==> src/rtl/core/sdrfr_pkg.sv <==
// Shared types and constants of the I/Q datagram framer.
package sdrfr_pkg;

	localparam int CFG_IDX_W   = 3;
	localparam int CFG_DATA_W  = 32;
	localparam int SAMPLE_W    = 48;
	localparam int SEQ_W       = 32;
	localparam int STEP_W      = 3;
	localparam int SIS_W       = 5;
	localparam int BIDX_W      = 4;
	localparam int QDEPTH      = 2;

	// register indexes of the configuration port
	localparam logic [CFG_IDX_W-1:0] CFG_STEP0 = 3'd0;
	localparam logic [CFG_IDX_W-1:0] CFG_STEP1 = 3'd1;
	localparam logic [CFG_IDX_W-1:0] CFG_STEP2 = 3'd2;
	localparam logic [CFG_IDX_W-1:0] CFG_STEP3 = 3'd3;
	localparam logic [CFG_IDX_W-1:0] CFG_STEP4 = 3'd4;

	localparam logic [CFG_DATA_W-1:0] RST_STEP0 = 32'h0021_1115;
	localparam logic [CFG_DATA_W-1:0] RST_STEP4 = 32'h4242_4242;

	// control steps
	localparam logic [STEP_W-1:0] STEP_LAST = 3'd4;

	// fixed datagram bytes
	localparam logic [7:0] ID_BYTE0  = 8'hef;
	localparam logic [7:0] ID_BYTE1  = 8'hfe;
	localparam logic [7:0] ID_BYTE2  = 8'h01;
	localparam logic [7:0] ID_BYTE3  = 8'h06;
	localparam logic [7:0] SYNC_BYTE = 8'h7f;

	// byte positions inside each section
	localparam logic [BIDX_W-1:0] HDR_LAST  = 4'd7;
	localparam logic [BIDX_W-1:0] CTRL_LAST = 4'd7;
	localparam logic [BIDX_W-1:0] MIC_LAST  = 4'd1;
	localparam logic [BIDX_W-1:0] PAD_LAST  = 4'd9;
	localparam logic [2:0]        SBYTE_LAST = 3'd5;

	// one accepted sample, classified by the front part
	typedef struct packed {
		logic [SAMPLE_W-1:0]   sample;
		logic [SEQ_W-1:0]      seq;
		logic [STEP_W-1:0]     step;
		logic [CFG_DATA_W-1:0] payload;
		logic                  has_hdr;
		logic                  has_ctrl;
		logic                  has_pad;
		logic                  ends_dg;
	} job_t;

	// emission phase of the back part
	typedef enum logic [5:0] {
		PH_IDLE = 6'b000001,
		PH_HDR  = 6'b000010,
		PH_CTRL = 6'b000100,
		PH_SAMP = 6'b001000,
		PH_MIC  = 6'b010000,
		PH_PAD  = 6'b100000
	} phase_t;

endpackage

==> src/rtl/core/sdrfr_front.sv <==
// Front part: accepts samples, tracks framing position and builds jobs.
module sdrfr_front
	import sdrfr_pkg::*;
#(
	parameter int SAMPLES_PER_SUBFRAME = 19
) (
	input  logic                  clk,
	input  logic                  arst_n,
	input  logic                  cfg_we,
	input  logic [CFG_IDX_W-1:0]  cfg_index,
	input  logic [CFG_DATA_W-1:0] cfg_data,
	input  logic                  accept,
	input  logic [SAMPLE_W-1:0]   iq_sample_bytes,
	output job_t                  job
);

	logic [CFG_DATA_W-1:0] pay0_q, pay1_q, pay2_q, pay3_q, pay4_q;
	logic [SEQ_W-1:0]      seq_q;
	logic [STEP_W-1:0]     step_q;
	logic [SIS_W-1:0]      sis_q;
	logic                  sf_q;
	logic                  first_s;
	logic                  last_s;
	logic [CFG_DATA_W-1:0] pay_sel;

	always_ff @(posedge clk or negedge arst_n) begin
		if (!arst_n) begin
			pay0_q <= RST_STEP0;
			pay1_q <= '0;
			pay2_q <= '0;
			pay3_q <= '0;
			pay4_q <= RST_STEP4;
		end else if (cfg_we) begin
			unique case (cfg_index)
				CFG_STEP0: pay0_q <= cfg_data;
				CFG_STEP1: pay1_q <= cfg_data;
				CFG_STEP2: pay2_q <= cfg_data;
				CFG_STEP3: pay3_q <= cfg_data;
				CFG_STEP4: pay4_q <= cfg_data;
				default: ;
			endcase
		end
	end

	always_comb begin
		case (step_q)
			CFG_STEP0: pay_sel = pay0_q;
			CFG_STEP1: pay_sel = pay1_q;
			CFG_STEP2: pay_sel = pay2_q;
			CFG_STEP3: pay_sel = pay3_q;
			default:   pay_sel = pay4_q;
		endcase
	end

	assign first_s = (sis_q == '0);
	// out-of-range counter counts as last sample too
	assign last_s  = ({1'b0, sis_q} + (SIS_W+1)'(1)) >= (SIS_W+1)'(SAMPLES_PER_SUBFRAME);

	always_comb begin
		job.sample   = iq_sample_bytes;
		job.seq      = seq_q;
		job.step     = step_q;
		job.payload  = pay_sel;
		job.has_hdr  = first_s && !sf_q;
		job.has_ctrl = first_s;
		job.has_pad  = last_s;
		job.ends_dg  = last_s && sf_q;
	end

	always_ff @(posedge clk or negedge arst_n) begin
		if (!arst_n) begin
			seq_q  <= '0;
			step_q <= '0;
			sis_q  <= '0;
			sf_q   <= 1'b0;
		end else if (accept) begin
			if (first_s) begin
				if (!sf_q) begin
					seq_q <= seq_q + SEQ_W'(1);
				end
				step_q <= (step_q < STEP_LAST) ? step_q + STEP_W'(1) : '0;
			end
			if (last_s) begin
				sis_q <= '0;
				sf_q  <= !sf_q;
			end else begin
				sis_q <= sis_q + SIS_W'(1);
			end
		end
	end

endmodule

==> src/rtl/core/sdrfr_jobq.sv <==
// Short job queue between the front and back parts.
module sdrfr_jobq
	import sdrfr_pkg::*;
(
	input  logic clk,
	input  logic arst_n,
	input  logic wr,
	input  job_t wr_job,
	output logic q_full,
	input  logic rd,
	output logic q_empty,
	output job_t rd_job
);

	localparam int PTR_W = (QDEPTH > 1) ? $clog2(QDEPTH) : 1;
	localparam int CNT_W = $clog2(QDEPTH + 1);

	job_t             slot_q [QDEPTH];
	logic [PTR_W-1:0] wp_q, rp_q;
	logic [CNT_W-1:0] cnt_q;

	assign q_full  = (cnt_q == CNT_W'(QDEPTH));
	assign q_empty = (cnt_q == '0);
	assign rd_job  = slot_q[rp_q];

	always_ff @(posedge clk) begin
		if (wr) begin
			slot_q[wp_q] <= wr_job;
		end
	end

	always_ff @(posedge clk or negedge arst_n) begin
		if (!arst_n) begin
			wp_q  <= '0;
			rp_q  <= '0;
			cnt_q <= '0;
		end else begin
			if (wr) begin
				wp_q <= (wp_q == PTR_W'(QDEPTH-1)) ? '0 : wp_q + PTR_W'(1);
			end
			if (rd) begin
				rp_q <= (rp_q == PTR_W'(QDEPTH-1)) ? '0 : rp_q + PTR_W'(1);
			end
			if (wr && !rd) begin
				cnt_q <= cnt_q + CNT_W'(1);
			end else if (rd && !wr) begin
				cnt_q <= cnt_q - CNT_W'(1);
			end
		end
	end

endmodule

==> src/rtl/core/sdrfr_back.sv <==
// Back part: walks a job one datagram byte per cycle into the output register while that register is free or popped.
module sdrfr_back
	import sdrfr_pkg::*;
#(
	parameter int RECEIVER_COPIES = 4
) (
	input  logic       clk,
	input  logic       arst_n,
	input  logic       q_empty,
	input  job_t       hd,
	output logic       q_pop,
	input  logic       pop,
	output logic       empty,
	output logic [7:0] out_byte,
	output logic       last_of_run,
	output logic       datagram_end
);

	localparam int CP_W = (RECEIVER_COPIES > 1) ? $clog2(RECEIVER_COPIES) : 1;

	phase_t            phase_q, cur, nxt;
	logic [BIDX_W-1:0] idx_q;
	logic [2:0]        k_q;
	logic [CP_W-1:0]   cp_q;
	logic              fire;
	logic              done;
	logic [7:0]        byte_c;
	logic [7:0]        seq_b, pay_b, smp_b;
	logic              out_v_q;

	always_comb begin
		if (phase_q == PH_IDLE) begin
			cur = hd.has_hdr ? PH_HDR : (hd.has_ctrl ? PH_CTRL : PH_SAMP);
		end else begin
			cur = phase_q;
		end
	end

	assign fire = !q_empty && (!out_v_q || pop);

	always_comb begin
		case (idx_q[1:0])
			2'd0:    seq_b = hd.seq[31:24];
			2'd1:    seq_b = hd.seq[23:16];
			2'd2:    seq_b = hd.seq[15:8];
			default: seq_b = hd.seq[7:0];
		endcase
		case (idx_q[1:0])
			2'd0:    pay_b = hd.payload[31:24];
			2'd1:    pay_b = hd.payload[23:16];
			2'd2:    pay_b = hd.payload[15:8];
			default: pay_b = hd.payload[7:0];
		endcase
		case (k_q)
			3'd0:    smp_b = hd.sample[47:40];
			3'd1:    smp_b = hd.sample[39:32];
			3'd2:    smp_b = hd.sample[31:24];
			3'd3:    smp_b = hd.sample[23:16];
			3'd4:    smp_b = hd.sample[15:8];
			3'd5:    smp_b = hd.sample[7:0];
			default: smp_b = '0;
		endcase
	end

	always_comb begin
		byte_c = '0;
		unique case (cur)
			PH_HDR: begin
				if (idx_q[2]) begin
					byte_c = seq_b;
				end else begin
					case (idx_q[1:0])
						2'd0:    byte_c = ID_BYTE0;
						2'd1:    byte_c = ID_BYTE1;
						2'd2:    byte_c = ID_BYTE2;
						default: byte_c = ID_BYTE3;
					endcase
				end
			end
			PH_CTRL: begin
				if (idx_q[2]) begin
					byte_c = pay_b;
				end else if (idx_q[1:0] == 2'd3) begin
					byte_c = {2'b00, hd.step, 3'b000};
				end else begin
					byte_c = SYNC_BYTE;
				end
			end
			PH_SAMP: byte_c = smp_b;
			default: byte_c = '0;
		endcase
	end

	always_comb begin
		done = 1'b0;
		nxt  = cur;
		unique case (cur)
			PH_HDR:  if (idx_q == HDR_LAST) nxt = PH_CTRL;
			PH_CTRL: if (idx_q == CTRL_LAST) nxt = PH_SAMP;
			PH_SAMP: if (k_q == SBYTE_LAST && cp_q == CP_W'(RECEIVER_COPIES-1)) nxt = PH_MIC;
			PH_MIC: begin
				if (idx_q == MIC_LAST) begin
					if (hd.has_pad) begin
						nxt = PH_PAD;
					end else begin
						nxt  = PH_IDLE;
						done = 1'b1;
					end
				end
			end
			PH_PAD: begin
				if (idx_q == PAD_LAST) begin
					nxt  = PH_IDLE;
					done = 1'b1;
				end
			end
			default: nxt = PH_IDLE;
		endcase
	end

	assign q_pop = fire && done;

	always_ff @(posedge clk or negedge arst_n) begin
		if (!arst_n) begin
			phase_q <= PH_IDLE;
			idx_q   <= '0;
			k_q     <= '0;
			cp_q    <= '0;
		end else if (fire) begin
			phase_q <= nxt;
			if (nxt != cur) begin
				idx_q <= '0;
			end else begin
				idx_q <= idx_q + BIDX_W'(1);
			end
			if (cur == PH_SAMP) begin
				if (k_q == SBYTE_LAST) begin
					k_q  <= '0;
					cp_q <= (cp_q == CP_W'(RECEIVER_COPIES-1)) ? '0 : cp_q + CP_W'(1);
				end else begin
					k_q <= k_q + 3'd1;
				end
			end
		end
	end

	always_ff @(posedge clk or negedge arst_n) begin
		if (!arst_n) begin
			out_v_q <= 1'b0;
		end else if (fire) begin
			out_v_q <= 1'b1;
		end else if (pop) begin
			out_v_q <= 1'b0;
		end
	end

	always_ff @(posedge clk) begin
		if (fire) begin
			out_byte     <= byte_c;
			last_of_run  <= done;
			datagram_end <= done && hd.ends_dg;
		end
	end

	assign empty = !out_v_q;

endmodule

==> src/rtl/core/sdr_iq_datagram_framer_unit.sv <==
// Top level of the I/Q datagram framer: front, job queue and byte emitter.
//
//   channel  | handshake          | payload
//   ---------+--------------------+-----------------------------------------
//   sample   | push / full        | iq_sample_bytes[47:0]
//   result   | pop / empty        | out_byte[7:0], last_of_run, datagram_end
//   config   | cfg_we (no wait)   | cfg_index[2:0], cfg_data[31:0]
//
// The byte emitter sends one datagram byte per clock while results are taken.
// A plain sample gives its sample copies and mic bytes; opening sub-frame 1 adds
// control, opening a datagram adds header and control, a sub-frame's last pads.
// With the emitter idle, an accepted item is written into the job queue and its
// first byte then passes through the output register to the result ports.
// Reset clears the framing position, sequence count, queue and output valid
// flag and loads the control payload registers with their defaults.
// A stalled result holds the emitter; the two-entry job queue keeps taking
// samples until it fills, then full rises.
module sdr_iq_datagram_framer_unit
	import sdrfr_pkg::*;
#(
	parameter int SAMPLES_PER_SUBFRAME = 19,
	parameter int RECEIVER_COPIES      = 4
) (
	input  logic                  clk,
	input  logic                  arst_n,
	// sample side
	input  logic                  push,
	output logic                  full,
	input  logic [SAMPLE_W-1:0]   iq_sample_bytes,
	// result side
	output logic                  empty,
	input  logic                  pop,
	output logic [7:0]            out_byte,
	output logic                  last_of_run,
	output logic                  datagram_end,
	// configuration
	input  logic                  cfg_we,
	input  logic [CFG_IDX_W-1:0]  cfg_index,
	input  logic [CFG_DATA_W-1:0] cfg_data
);

	job_t new_job;
	job_t head_job;
	logic accept;
	logic q_full;
	logic q_empty;
	logic q_pop;

	// take an item only while the job queue has room
	assign accept = push && !q_full;
	assign full   = q_full;

	// classify the item and advance sequence count, control step and position
	sdrfr_front #(
		.SAMPLES_PER_SUBFRAME(SAMPLES_PER_SUBFRAME)
	) u_front (
		.clk            (clk),
		.arst_n         (arst_n),
		.cfg_we         (cfg_we),
		.cfg_index      (cfg_index),
		.cfg_data       (cfg_data),
		.accept         (accept),
		.iq_sample_bytes(iq_sample_bytes),
		.job            (new_job)
	);

	// decouple classification from emission
	sdrfr_jobq u_jobq (
		.clk    (clk),
		.arst_n (arst_n),
		.wr     (accept),
		.wr_job (new_job),
		.q_full (q_full),
		.rd     (q_pop),
		.q_empty(q_empty),
		.rd_job (head_job)
	);

	// emit header, control, sample copies, mic and padding bytes in order;
	// drop the job from the queue on its final byte
	sdrfr_back #(
		.RECEIVER_COPIES(RECEIVER_COPIES)
	) u_back (
		.clk         (clk),
		.arst_n      (arst_n),
		.q_empty     (q_empty),
		.hd          (head_job),
		.q_pop       (q_pop),
		.pop         (pop),
		.empty       (empty),
		.out_byte    (out_byte),
		.last_of_run (last_of_run),
		.datagram_end(datagram_end)
	);

endmodule

==> config.mk <==
export PLATFORM = sky130hd
export DESIGN_NAME = sdr_iq_datagram_framer_unit
export DESIGN_NICKNAME = d
export VERILOG_FILES = /design/src/rtl/core/sdrfr_pkg.sv /design/src/rtl/core/sdrfr_front.sv /design/src/rtl/core/sdrfr_jobq.sv /design/src/rtl/core/sdrfr_back.sv /design/src/rtl/core/sdr_iq_datagram_framer_unit.sv
export SDC_FILE = /design/constraint.sdc
export NUM_CORES = 1
export LEC_CHECK = 0
export ABC_CLOCK_PERIOD_IN_PS = 7070
export BUFFER_PORTS_ARGS = -buffer_cell sky130_fd_sc_hd__buf_2
export CAP_MARGIN = 20
export CORE_ASPECT_RATIO = 1.2
export CORE_MARGIN = 5
export CORE_UTILIZATION = 35
export CTS_CLUSTER_SIZE = 14
export DETAILED_ROUTE_END_ITERATION = 10
export GPL_TIMING_DRIVEN = 0
export PLACE_DENSITY = 0.54
export SLEW_MARGIN = 20
export SYNTH_ARGS = -nofsm -noshare
export SYNTH_HDL_FRONTEND = slang
export SYNTH_HIERARCHICAL = 1
export SYNTH_SLANG_ARGS = --single-unit
==> constraint.sdc <==
create_clock -name clk -period 7.07 [get_ports clk]
set_clock_uncertainty 0.05 [all_clocks]
set_input_delay 0.3535 -clock clk [delete_from_list [all_inputs] [get_ports clk]]
set_output_delay 0.3535 -clock clk [all_outputs]
set_load 0.02 [all_outputs]
## Word-level counts from Yosys, hierarchy flattened

Memory sizes are Yosys's and may differ from the RTL's.
Cells that the tools add are included.

| storage, ports and cells | value |
|---|---|
| flip-flop bits (word level) | 231 |
| memory bits (writable) | 238 |
| memories | 1 |

Memory list:

| name | depth | width | rd ports | clocked after memory_dff | write ports | line | text |
|---|---|---|---|---|---|---|---|
| u_jobq.slot_q | 2 | 119 | 1 | 0 | 1 | sdrfr_jobq.sv:18 | `job_t slot_q [QDEPTH];` |

| cells by class | value |
|---|---|
| $add $sub $neg | 11 |
| magnitude comparators | 2 |
| equality and inequality tests | 27 |
| mux-type cells | 36 |
| bitwise operators | 1 |
| reductions and logical operators | 34 |

Operators with widths:

| kind | count |
|---|---|
| $pmux 32 s4 | 1 |
| $pmux 8 s3 | 4 |
| $mux 6 | 8 |
| $pmux 8 s6 | 1 |
| $add 32x1->32 const B | 1 |
| $pmux 6 s5 | 1 |
| $eq 3x2->1 const B | 6 |
| $mux 8 | 2 |
| $reduce_and 2->1 | 8 |
| $eq 3x1->1 const B | 3 |
| $eq 3x3->1 const B | 3 |
| $logic_and 1x1->1 | 9 |
| $logic_not 3->1 | 3 |
| $mux 1 | 9 |
| $eq 2x2->1 const B | 4 |
| $mux 4 | 2 |
| $mux 7 | 1 |
| $add 3x1->3 const B | 2 |
| $add 5x1->6 const B | 1 |
| $eq 6x1->1 const B | 1 |
| $eq 6x2->1 const B | 1 |
| $eq 6x3->1 const B | 1 |
| $eq 6x4->1 const B | 1 |
| $eq 6x5->1 const B | 1 |
| other kinds (24) | 37 |

## Depth between registers and ports, before layout

Gate-level depths: netlist of run 1.
An unclocked memory read counts as a cell.

| logic depth | value |
|---|---|
| depth in word-level cells | 10 |
| depth in mapped cells | 12 |
| mapped depth without buffers | 11 |

## Modules after synthesis

Netlist of run 1, hierarchy kept.

By module, submodules not included:

| module | times used | cells an instance | area each (um^2) |
|---|---|---|---|
| sdrfr_front | 1 | 749 | 9392.8 |
| sdrfr_jobq | 1 | 386 | 8807.2 |
| sdrfr_back | 1 | 296 | 2419.8 |
| sdr_iq_datagram_framer_unit | 1 | 1 | 13.8 |

## Worst setup path before layout of run 1

OpenSTA, ideal clock, no wires.

| timing path | value |
|---|---|
| kind | register to register |
| start | register u_jobq.cnt_q[1] |
| end | memory u_jobq/slot_q[0][0] (netlist name), enable pin |
| setup time | 0.613 ns |
| arrival time | 6.047 ns |
| required time | 6.407 ns |
| setup slack | 0.360 ns |
| stages on the path, launching flop included | 4 |
| path through | dfrtp_1 -> nor2b_1 -> nor2b_4 -> nor2b_1 |

| on the way | value |
|---|---|
| longest elaborated chain between the ends | 5 |

RTL lines:

| item | line | text |
|---|---|---|
| from (decl) | sdrfr_jobq.sv:20 | `logic [CNT_W-1:0] cnt_q;` |
| from (signal assigned) | sdrfr_jobq.sv:45 | `cnt_q <= cnt_q + CNT_W'(1);` |
| from (signal assigned) | sdrfr_jobq.sv:47 | `cnt_q <= cnt_q - CNT_W'(1);` |
| $eq 2x2->1 | sdrfr_jobq.sv:22 | `assign q_full = (cnt_q == CNT_W'(QDEPTH));` |
| via full | sdr_iq_datagram_framer_unit.sv:28 | `output logic full,` |
| $logic_not 1->1 | sdr_iq_datagram_framer_unit.sv:50 | `assign accept = push && !q_full;` |
| $logic_and 1x1->1 | sdr_iq_datagram_framer_unit.sv:50 |  |
| via accept | sdr_iq_datagram_framer_unit.sv:44 | `logic accept;` |
| $mux 1 | sdrfr_jobq.sv:27 | `if (wr) begin` |
| $mux 1 (implied by the code) | sdrfr_jobq.sv:28 | `slot_q[wp_q] <= wr_job;` |
| to (decl) | sdrfr_jobq.sv:18 |  |

The timed path passes the listed nets, and every way through them passes these cells.

==> impl_metrics.csv, run 1 <==
group,metric,value,unit
timing,finalSetupTns,0,ps
clocking,cts-buffers-inserted,51,
power_and_ir_drop,powerDensity,371.2,nW/µm²
critical_path,critical_path_required,7430,ps
synth,synth_flop_cell,"edfxtp_1",
clocking,clk_path_buf_depth,3,
detailed_routing,drt_iter0_drc,878,
timing,finalHoldViolCount,0,
critical_path,end_kind,"flip-flop",
power_and_ir_drop,power.leakage,9.583,nW
synth,syn_nets,1535,
power_and_ir_drop,power.sequential.fraction,0.442,
global_route,grt_pass1_vias,13092,
detailed_routing,wl_per_cell,20.64,µm
power_and_ir_drop,power_frac_comb,0.285,
timing,fin_crit,3120,ps
clocking,clkLatencyLatePin,590,ps
clocking,tritoncts,"built",
finish,areaGrowthSynthToFinish,18.74,%
synth,synth_mux_area_frac,0.1616,
critical_path,critPathMaxFanout,10,
placed_design,port_buffers,51,
timing,finalCritPeriodShare,0.4413,
floorplan,die_w,231.6,µm
placed_design,placed_area,22150,µm²
power_and_ir_drop,clockPowerShare,0.273,
clocking,numClockSinks,469,
synth,synthSimpleGateAreaFrac,0.06355,
critical_path,arrival,3480,ps
synth,synth.ff_latch_count,469,
detailed_routing,ant_nets,0,
detailed_routing,num_vias,12419,
power_and_ir_drop,switchingPower,0.002922,W
clocking,cts_root_buffer,"clkbuf_16",
critical_path,worstSetupPathType,"flip-flop to flip-flop",
timing,maxSlewViolCount,0,
global_route,grt_pass1_wl,78080,µm
status,status,"finished clean",
timing,setup_viol,0,
detailed_routing,drt_drc_violations_left,0,
synth,syn_inst,1432,
synth,async_flop_share,0.4712,
hold_path,worst_hold_path_type,"input pin to flip-flop",
finish,finalNetCount,1729,
floorplan,die_h,276.0,µm
timing,maxSlewHeadroom,0.2894,
floorplan,core,58380,µm²
synth,synthAdderAreaFrac,0.009096,
global_route,track_usage,0.1569,
timing,fmax,0.3205,GHz
detailed_routing,routed_wl,50760,µm
critical_path,crit_path_start_kind,"flip-flop",
power_and_ir_drop,vdd_drop_max,200.4,µV
synth,synthXorXnorAreaFrac,0.01698,
synth,yosysWarnings,6,
finish,drive_gt1_frac,0.3181,
clocking,h-tree-depth,2,
detailed_routing,drt_pass1_iterations,7,
finish,final_area,24500,µm²
floorplan,io_pins,100,
floorplan,start_util,0.3535,
synth,ys_seq_area_frac,0.6299,
finish,multi_input_area,6753,µm²
hold_path,hold_depth,2,
run,cap_violations,0,
floorplan,fp.dieArea,63930,µm²
global_route,antenna_found_initial,1,
synth,synth_area_per_cell,14.41,µm²
floorplan,rows,97,
power_and_ir_drop,internal_power,0.006173,W
finish,nFillCells,5362,
power_and_ir_drop,switching_share,0.3213,
synth,synth_top_family_by_area,"multiplexers",
critical_path,ff2ff_path_depth,8,
placed_design,gp_congestion,0.7982,
synth,syn_area,20630,µm²
synth,synth_edf_count,248,
synth,synth_compound_area_frac,0.07556,
placed_design,dp_hpwl,34520,µm
global_route,overflow,0,
timing,tightestPinTransition,1066,ps
detailed_routing,routed_via_density,5.050,
finish,seq_area,13000,µm²
global_route,grt_max_degree,104,
synth,synth_cell_types,79,
clocking,clk_pin_slew,60,ps
timing,rsz0062_at_grt,"false",
## worst max-delay path, cell delays in order, from the launching register on
cell and delay, ps:
dfrtp_1 360, buf_6 220, buf_6 200, mux2_2 410, nor3b_1 210, mux2i_1 110
nor4_1 780, nand2_1 280, o221ai_1 310
## power groups by stage
stage	Combinational [W]	Sequential [W]	Clock, W
4_1_cts	0.00262	0.00402	0.00256
6_report	0.00259	0.00402	0.00248
3_5_place_dp	0.00257	0.00407	0
5_1_grt	0.00281	0.00409	0.00267
3_3_place_gp	0.00243	0.00415	0
2_1_floorplan	0.00156	0.00408	0
## sequential cells by signal, indices dropped and copies added (netlist names), 8 cells and up
register / cells
u_jobq/slot_q: 238
u_front/pay3_q: 32
u_front/seq_q: 32
u_front/pay2_q: 32
u_back/out_byte: 8
u_front/pay0_q: 32
u_front/pay1_q: 32
u_front/pay4_q: 32
## layout by cell type (no fill, tap or decap), types with 33 or more instances in the layout
| cell type | count |
|---|---|
| a22oi_1 | 72 |
| a31oi_1 | 37 |
| buf_2 | 70 |
| buf_4 | 50 |
| clkbuf_1 | 77 |
| clkbuf_16 | 52 |
| dfrtp_1 | 205 |
| dlygate4sd3_1 | 80 |
| edfxtp_1 | 248 |
| mux2_2 | 281 |
| nand2_1 | 63 |
| nor2_1 | 63 |
| o21ai_0 | 33 |
## timing repair
| item | 4_1_cts | 5_1_grt |
|---|---|---|
| setup buffers | 0 | 0 |
| resized for setup | 0 | 0 |
| hold buffers | 80 | 0 |
| endpoints found under the hold margin | 289 | 0 |
## layout make-up
class	count	share of cell area
Sequential cell	469	0.5305
Multi-Input combinational cell	810	0.2756
Clock buffer	90	0.06179
Timing Repair Buffer	141	0.05383
Tap cell	792	0.04045
Buffer	132	0.03320
Inverter	21	0.003268
Clock inverter	3	0.001226
Antenna cell	1	0.0001021
## layer usage
layer | vias to the layer above | wire (µm) | GRT usage
li1 | 5740 | - | -
met5 | - | 0 | 0
met2 | 253 | 25880 | 0.2814
met1 | 6368 | 21800 | 0.1993
met4 | 0 | 1073 | 0.04355
met3 | 58 | 2006 | 0.02266
## Yosys cell counts (all sizes together) (8+ instances only)
cell type / number / area (µm²)
inv: 20 / 75.07
and4: 8 / 70.07
nand2: 64 / 242.7
a222oi: 13 / 130.1
nand2b: 8 / 50.05
nor3: 15 / 80.08
nand4: 13 / 117.6
and3: 9 / 56.30
buf: 86 / 640.6
dfstp: 16 / 420.4
mux2: 285 / 3217
a31oi: 37 / 231.5
nor4: 10 / 92.59
xor2: 26 / 227.7
edfxtp: 248 / 7447
ha: 15 / 187.7
clkbuf: 46 / 172.7
a21oi: 21 / 123.9
nand3: 11 / 55.05
xnor2: 14 / 122.6
nor2: 63 / 236.5
a22oi: 72 / 540.5
dfrtp: 205 / 5130
nor2b: 11 / 76.32
o21ai: 34 / 170.2
## logic make-up (layout without fill, tap and decap cells)
logic type / Yosys count / after routing
and+or+nand+nor: 241 / 241
adders and majority gates: 15 / 15
other: 0 / 1
xor gates and xnor gates: 40 / 40
DFF: 469 / 469
AOI/OAI and AO/OA: 221 / 221
muxes: 293 / 293
buffers and inverters: 153 / 387
## worst paths after layout
kind,slack (ps),endpoint,startpoint
setup reg to reg,3950,u_back/out_byte[0],u_jobq/rp_q
hold reg to reg,440,u_jobq/cnt_q[1],u_jobq/cnt_q[1]
max in group asynchronous,5850,u_front/pay1_q[20],arst_n
min in group asynchronous,230,u_front/pay2_q[1],arst_n
hold / removal,30,u_front/pay0_q[3],cfg_data[3]
setup / recovery,3950,u_back/out_byte[0],u_jobq/rp_q
## through the flow
step	hold WS (ps)	instances	util	setup slack [ps]	total power, W
floorplan	7.909	1432	-	360.0	0.005648
global placement	418.5	2275	0.3748	-3364	0.006577
detailed placement	266.1	2285	0.3795	3989	0.006643
CTS	1.050	2458	0.4196	3965	0.009199
global route	37.79	2459	0.4197	3823	0.009571
finish	31.08	2459	0.4197	3950	0.009095
Note: power is estimated with default switching activity, not from simulation.
==> run 2, diff against run 1 <==
- ABC_AREA: default -> 1
- ABC_CLOCK_PERIOD_IN_PS: 7070 -> 3200
- PLACE_DENSITY: 0.54 -> 0.52
- clock period: 7.07 -> 3.2 ns (I/O delays scaled with it)
==> impl_metrics.csv, run 2 <==
group,metric,value,unit
status,status,"finished clean",
finish,layout_common_cells,"nand2_1, edfxtp_1, o21ai_0, dfrtp_1, inv_1",
critical_path,crit_path_start_kind,"flip-flop",
global_route,overflow,0,
synth,synthTopCellsByArea,"edfxtp_1, dfrtp_1, nand2_1",
run,cap_violations,0,
synth,synth.ff_latch_count,469,
clocking,tritoncts,"built",
clocking,clkLatencyLatePin,590,ps
synth,async_flop_share,0.4712,
synth,synth_area_per_cell,10.86,µm²
synth,synth_cell_types,43,
detailed_routing,wl_per_cell,18.84,µm
critical_path,worstSetupPathType,"flip-flop to flip-flop",
power_and_ir_drop,switchingPower,0.007171,W
timing,fin_crit,2925,ps
critical_path,r2r_slack,270,ps
hold_path,worst_hold_path_type,"input pin to asynchronous set/reset pin",
floorplan,die_w,233.2,µm
timing,maxSlewHeadroom,0.4488,
global_route,antenna_found_initial,0,
timing,tightestPinTransition,826.8,ps
finish,multi_input_area,6515,µm²
timing,fmax,0.3419,GHz
finish,nFillCells,5724,
critical_path,ff2ff_path_depth,18,
critical_path,critical_path_required,3620,ps
clocking,numClockSinks,469,
synth,synth_edf_count,248,
placed_design,dp_hpwl,38870,µm
finish,largest_reg_flops,238,
placed_design,port_buffers,51,
timing,rsz0062_at_grt,"false",
finish,regMostFlops,"u_jobq/slot_q",
finish,areaGrowthSynthToFinish,19.73,%
finish,final_area,25060,µm²
floorplan,die_h,277.9,µm
floorplan,fp.dieArea,64820,µm²
synth,netlist.area_leader.share,0.3558,
finish,final_common_cell,"nand2_1",
finish,drive_gt1_frac,0.1879,
synth,syn_inst,1927,
power_and_ir_drop,powerDensity,848.1,nW/µm²
clocking,clk_path_buf_depth,3,
detailed_routing,drt_drc_violations_left,0,
synth,synthTopCellsByCount,"nand2_1, edfxtp_1, o21ai_0, dfrtp_1, inv_1",
clocking,cts-buffers-inserted,51,
critical_path,r2r_end,"u_jobq/cnt_q[1]",
critical_path,arrival,3350,ps
synth,synth_flop_cell,"edfxtp_1",
power_and_ir_drop,switching_share,0.3374,
clocking,h-tree-depth,2,
finish,finalNetCount,2231,
synth,yosys.area.top_type,"edfxtp_1",
synth,syn_area,20930,µm²
floorplan,rows,98,
global_route,grt_pass1_wl,86360,µm
timing,maxSlewViolCount,0,
detailed_routing,ant_nets,0,
floorplan,io_pins,100,
detailed_routing,routed_wl,55980,µm
placed_design,placed_area,22490,µm²
global_route,track_usage,0.1714,
critical_path,worstReg2RegStart,"u_jobq/rp_q",
critical_path,end_kind,"flip-flop",
timing,finalHoldViolCount,0,
critical_path,critPathCapture,"u_jobq/cnt_q[1]",
critical_path,critPathMaxFanout,10,
detailed_routing,routed_via_density,4.908,
placed_design,gp_congestion,0.8436,
clocking,cts_root_buffer,"clkbuf_16",
detailed_routing,num_vias,14583,
floorplan,core,59470,µm²
timing,finalCritPeriodShare,0.9141,
power_and_ir_drop,power.leakage,10.39,nW
clocking,clk_pin_slew,60,ps
synth,syn_nets,2030,
timing,setup_viol,0,
finish,diodes,0,
detailed_routing,drt_pass1_iterations,6,
power_and_ir_drop,vdd_drop_max,379.3,µV
floorplan,start_util,0.3520,
critical_path,setup.worst_path.start,"u_jobq/rp_q",
global_route,grt_max_degree,91,
finish,seq_area,13000,µm²
synth,yosysWarnings,6,
synth,ys_seq_area_frac,0.6209,
timing,whs,17.81,ps
power_and_ir_drop,power.sequential.fraction,0.413,
power_and_ir_drop,clockPowerShare,0.280,
synth,post-synth-top-count-cell,"nand2_1",
power_and_ir_drop,power_frac_comb,0.307,
detailed_routing,drt_iter0_drc,1015,
global_route,grt_pass1_vias,14994,
power_and_ir_drop,internal_power,0.01408,W
-- run 2: cell count changes in the layout (fill, tap and decap cells not counted), sizes merged, moves of 32 or more --
cell / previous run / this run
nor2: 63 / 95
inv: 21 / 164
nand2: 64 / 469
mux2: 285 / 119
nand3: 11 / 108
a31oi: 37 / 3
o21ai: 34 / 221
a221oi: 2 / 37
a22oi: 72 / 0
-- run 2: area by class of cell --
class                           instances  share of cell area
Timing Repair Buffer                  148             0.05561
Multi-Input combinational cell       1165              0.2599
Buffer                                128             0.03295
Tap cell                              800             0.03994
Inverter                              165             0.02486
Sequential cell                       469              0.5186
Clock buffer                           70             0.05701
Clock inverter                         26             0.01108
-- run 2: metal layers --
metal / up-vias / wire length [µm] / global-route usage
met5: - / 0 / 0
met4: 0 / 1533 / 0.05606
met3: 92 / 2543 / 0.02303
met2: 378 / 29090 / 0.3106
met1: 7158 / 22820 / 0.2096
li1: 6955 / - / -
-- run 2: kinds of logic (layout without fill, tap and decap cells) --
| group | after synthesis | after routing | share of synthesized area |
|---|---|---|---|
| adders and majority gates | 15 | 15 | 0.008966 |
| and+or+nand+nor | 704 | 704 | 0.1452 |
| muxes | 119 | 119 | 0.06402 |
| AOI/OAI and AO/OA | 305 | 305 | 0.08303 |
| xor gates and xnor gates | 22 | 22 | 0.009205 |
| buffers and inverters | 293 | 537 | 0.06862 |
| DFF | 469 | 469 | 0.6209 |
-- run 2: critical path, stage by stage, from the launching register on --
cell and delay [ps]:
dfrtp_1 420, buf_12 190, buf_6 180, mux2_2 360, inv_1 70, nor2_1 40, nand3_1 70, nand2_1 140
nor3_4 250, nand3_1 120, nand2_2 100, inv_2 40, nor2_1 150, inv_1 70, ha_1 300, inv_1 80
nand3_1 70, nand2_1 60, nand2_1 50
-- run 2: power by group through the flow --
stage                     Sequential [W]  Combinational [W]  Clock (W)
after floorplan                  0.00885            0.00407          0
after global placement           0.00893            0.00615          0
after detailed placement         0.00888            0.00646          0
after CTS                        0.00878            0.00657    0.00613
after global routing             0.00891            0.00713    0.00641
final                            0.00878            0.00652    0.00595
-- run 2: what timing repair did --
item / CTS / global route
setup buffers: 0 / 0
endpoints found under the hold margin: 467 / 0
endpoints found under the setup margin: 0 / 1
gates resized for setup: 0 / 3
hold buffers: 85 / 0
-- run 2: how the worst min path moves through the flow --
stage / slack (ps) / to / cells past startpoint / start
2_1_floorplan: -190 / u_back/cp_q[0] / 0 / arst_n
6_report: 20 / u_front/pay2_q[24] / 2 / arst_n
5_1_grt: 40 / u_front/pay2_q[24] / 2 / arst_n
3_3_place_gp: 300 / u_jobq/slot_q[0][72] / 1 / iq_sample_bytes[1]
3_5_place_dp: 50 / u_front/pay2_q[23] / 1 / arst_n
4_1_cts: 3 / u_front/pay2_q[23] / 2 / arst_n
-- run 2: through the flow --
step	setup slack [ps]	power [W]	TNS [ps]	instances	utilization
after floorplan	59.16	0.01292	0	1927	-
after global placement	-2143	0.01508	-726550	2778	0.3733
after detailed placement	176.2	0.01534	0	2790	0.3782
after CTS	161.6	0.02147	0	2971	0.4212
after global routing	1.060	0.02245	0	2971	0.4214
final	274.9	0.02126	0	2971	0.4214
